### config.mk
export PLATFORM = sky130hd
export DESIGN_NAME = ddo_mul
export DESIGN_NICKNAME = d
export VERILOG_FILES = /design/src/ddo_mul.sv
export SDC_FILE = /design/constraint.sdc
export NUM_CORES = 2
export LEC_CHECK = 0
export ABC_CLOCK_PERIOD_IN_PS = 23600
export BUFFER_PORTS_ARGS = -buffer_cell sky130_fd_sc_hd__buf_2
export CAP_MARGIN = 20
export CORE_ASPECT_RATIO = 1.1
export CORE_UTILIZATION = 60
export CTS_BUF_LIST = sky130_fd_sc_hd__clkbuf_4 sky130_fd_sc_hd__clkbuf_8 sky130_fd_sc_hd__clkbuf_16
export DETAILED_ROUTE_END_ITERATION = 10
export GPL_TIMING_DRIVEN = 0
export PLACE_DENSITY = 0.77
export SLEW_MARGIN = 20
export SYNTH_ARGS = -nofsm -noshare
export SYNTH_HDL_FRONTEND = slang
export SYNTH_SLANG_ARGS = --single-unit
export TNS_END_PERCENT = 100
### constraint.sdc
create_clock -name i_clk -period 23.6 [get_ports i_clk]
set_input_delay 4.72 -clock i_clk [delete_from_list [all_inputs] [get_ports i_clk]]
set_output_delay 4.72 -clock i_clk [all_outputs]
set_load 0.02 [all_outputs]
### src/ddo_mul.sv
// Shared signed multiplier with a registered product.
module ddo_mul (
    input  logic               i_clk,
    input  logic signed [33:0] i_a,
    input  logic signed [31:0] i_b,
    output logic signed [65:0] o_prod
);
    logic signed [65:0] r_prod;

    always_ff @(posedge i_clk) begin
        r_prod <= 66'(i_a) * 66'(i_b);
    end

    assign o_prod = r_prod;
endmodule

Yosys cells after proc, flatten, opt, wreduce, memory -nomap -nowiden

Cells that the tools add are included.

Multiply operators: 1

Operator list:

| cell                         | count |
|---|---|
| multiplier 34 x 32 -> 66 bit | 1 |

Bits in registers: 66
Input port bits: 67
Output and inout bits: 66
Logic and storage cells: 2

Logic depth before layout (Yosys ltp)

Word-level depth: 1
Gate-level depth with buffers: 29
Gate-level depth less buffers: 28

Least setup slack after synthesis

Ideal clock, no wire load.

Kind: input to register
From: in i_a[33]
To: reg r_prod[65], in the netlist o_prod[65]
Library setup time: 72 ps
Arrival: 11,899 ps
Data required time: 23,528 ps
Setup slack: 11,629 ps
Stages: 23
Path buffers: 2
Cell sequence: clkbuf_1 nand2_1 inv_1 fa_1 inv_1 fa_1 fa_1 inv_1 fa_1 inv_1 fa_1 fa_1 fa_1 fa_1 inv_1 ha_1 clkbuf_1 and3_1 nand3_1 or2_2 o211a_1 o31ai_2 xnor2_1

Cells in the longest elaborated chain, start to end: 1

RTL lines:

| element                      | line | RTL |
|---|---|---|
| start: declaration           | 4    | `input logic signed [33:0] i_a,` |
| multiplier 34 x 32 -> 66 bit | 11   | `r_prod <= 66'(i_a) * 66'(i_b);` |
| end signal: assignment       | 11   |  |
| end: declaration             | 8    | `logic signed [65:0] r_prod;` |

No other way between the ends.

Final worst setup path

From: in i_b[2]
To: reg r_prod[63], in the netlist o_prod[63]

Cells in the longest elaborated chain, start to end: 1

RTL lines:

| element                      | line | RTL |
|---|---|---|
| start: declaration           | 5    | `input logic signed [31:0] i_b,` |
| multiplier 34 x 32 -> 66 bit | 11   |  |

No other way between the ends.

==> metrics.txt <==
status=finished, violations left; failing checks=DRC; initial antenna violation count=28; Worst Hold Path Cells=2; die height=272 um; setup TNS=0 ps; first-pass GRT wire length=223000 um; CTS resizes=0; setup ws final=9220 ps; Crit path largest cell delay=990 ps; largest fanout on the critical path=10; drt total wl=153000 um; WP data required=23900 ps; Place WS=9080 ps; Achievable Freq=0.0696 GHz; fraction of registers with async set/reset=0; Area Growth Syn to Fin=5.26%; post-route ant nets=0; CTS max path bufs=2; Clock Sinks=66; Fin. Hold Viols=0; largest cells by area after synthesis=fa_1, inv_1, and2_1, ha_1, nand2_1; Die Span X=247 um; Initial Util=0.609; crit end category=flip-flop; number of distinct library cells after synthesis=61; Worst Min Path Start=i_a[0]; Port Buf Inserts=126; Initial DRC Count=2950; max reg flops=66; Yosys Warn Count=0; WP data arrival=14680 ps; RSZ-0062 raised after global routing=no; Nets=5746; area of the core=0.0652 mm2; CP Class=in -> reg; share of layout cells above drive strength 1=0.0413; GRT overflow=0; Yosys top cell area share=0.576; cts bufs inserted=9; synthesized area per cell=9.42 um2; cells after synthesis=4212; die area=0.0672 mm2; dpl hpwl=129000 um; Post-synth EDFFs=0; commonest non-fill, non-tap cell in the layout=fa_1; max_cap viols=0; placed inst area=0.0414 mm2; largest net degree at the start of global routing=17; H-tree levels=3; drt via density=5.92; detailed-route via count=30919; Filler cells=5597; final core occ=0.640; Initial DRT Pass Iterations=9; DR DRC count=36; Root Buffer=clkbuf_16; most frequent cells in the layout=fa_1, inv_1, nand2_1, and2_1, clkbuf_1; CTS clock-pin slew for the worst setup and hold paths=70 ps; Slew headroom=0.140; post-CTS setup buffer count=0; Placer Congestion=1.11; Most Frequent Cell on Critical Path=fa_1; vias in the first global route=33291; Worst Tran Pin Value=1290 ps; critical path, cell by cell=clkbuf_1 > clkbuf_1 > nand2_1 > fa_1 > fa_1 > fa_1 > fa_1 > inv_1 > ha_1 > ha_1 > inv_1 > fa_1 > inv_1 > fa_1 > ha_1 > inv_1 > a2111oi_4 > a211oi_2 > a21oi_1 > a2111oi_2 > nor4b_2 > o31ai_1 > a211oi_1 > nor3_1; element type at the critical path start=input port; Placement Rows=98; # setup viols final=0; Pins Over Slew Limit=0; register area share after synthesis=0.0333; Slowest-stage cell, CP=a2111oi_2; top-level port count=133; period utilisation layout=0.609; HP Class=in -> reg; Tmin final=14380 ps; Main synth FF type=dfxtp_1; routed len/inst=29.3 um; Netlist Area Pre-Place=0.0397 mm2; GRT Total Usage=0.484; Mapped Nets=5609; Yosys top cell by area=fa_1; cell area after layout=0.0418 mm2; WHS Endpoint=o_prod[0]; CTS tree=done; Hold Buf Count CTS=0; flop and latch count out of synthesis=66
per-layer routing:
metal  part of all wire  vias up  GRT usage  wire length, um
li1                   -    12273          -                -
met1               0.34    15888      0.562            51400
met2               0.44     2001      0.722            67300
met3               0.11      749      0.157            16800
met4               0.11        8      0.420            17500
met5            0.00061        -          0               93
through the flow:
stage               std cells  hold slack [ps]
CTS                      5204             4590
floorplan                4212             4850
global route             5209             4640
detailed placement       5188             5010
global placement         5188             5010
finish                   5227             4590
worst max-delay path, delay by kind of cell:
kind | cells | cell delay, ps
adders and majority gates | 9 | 4020
AOI/OAI and AO/OA | 6 | 3030
buffers and inverters | 6 | 2090
and+or+nand+nor | 3 | 770
worst max-delay path by stage:
stage / start / endpoint / slack [ps] / cells after the start
floorplan: i_a[33] / o_prod[65] / 11630 / 23
finish: i_b[2] / o_prod[63] / 9220 / 24
global placement: i_a[33] / o_prod[63] / 9180 / 27
detailed placement: i_a[33] / o_prod[63] / 9080 / 27
global route: i_b[2] / o_prod[63] / 9230 / 24
CTS: i_a[33] / o_prod[63] / 9480 / 27
cell usage after synthesis, types with 3 or more instances:
| cell type | count |
|---|---|
| a211oi_1 | 6 |
| a21boi_0 | 3 |
| a21o_1 | 32 |
| a21oi_1 | 73 |
| a31oi_1 | 10 |
| and2_1 | 534 |
| and3_1 | 6 |
| buf_2 | 8 |
| clkbuf_1 | 219 |
| dfxtp_1 | 66 |
| fa_1 | 1142 |
| ha_1 | 188 |
| inv_1 | 1053 |
| nand2_1 | 565 |
| nand2b_1 | 14 |
| nand3_1 | 21 |
| nand4_1 | 10 |
| nor2_1 | 64 |
| nor2b_1 | 8 |
| nor3_1 | 10 |
| o211a_1 | 3 |
| o211ai_1 | 8 |
| o21ai_0 | 35 |
| o21bai_1 | 10 |
| o22ai_1 | 3 |
| o41ai_1 | 3 |
| or2_2 | 3 |
| xnor2_1 | 52 |
| xor2_1 | 21 |
final cells by class:
type | count | area (um2) | share of cell area
timing repair buffer | 126 | 631 | 0.0151
sequential | 66 | 1320 | 0.0316
multi-input combinational | 2866 | 33600 | 0.803
buffer | 227 | 866 | 0.0207
antenna | 23 | 57.6 | 0.00138
clock inverter | 6 | 90.1 | 0.00216
tap | 850 | 1060 | 0.0255
clock buffer | 10 | 239 | 0.00572
inverter | 1053 | 3950 | 0.0946
cell families after synthesis:
family                     Yosys count  synth area share
and+or+nand+nor                   1244             0.156
adders and majority gates         1330             0.635
buffers and inverters             1280             0.121
AOI/OAI and AO/OA                  219            0.0379
xor gates and xnor gates            73            0.0161
DFF                                 66            0.0333
Power is not shown: default switching activity piles up to over one toggle a cycle in this logic, so the estimate is an artifact.
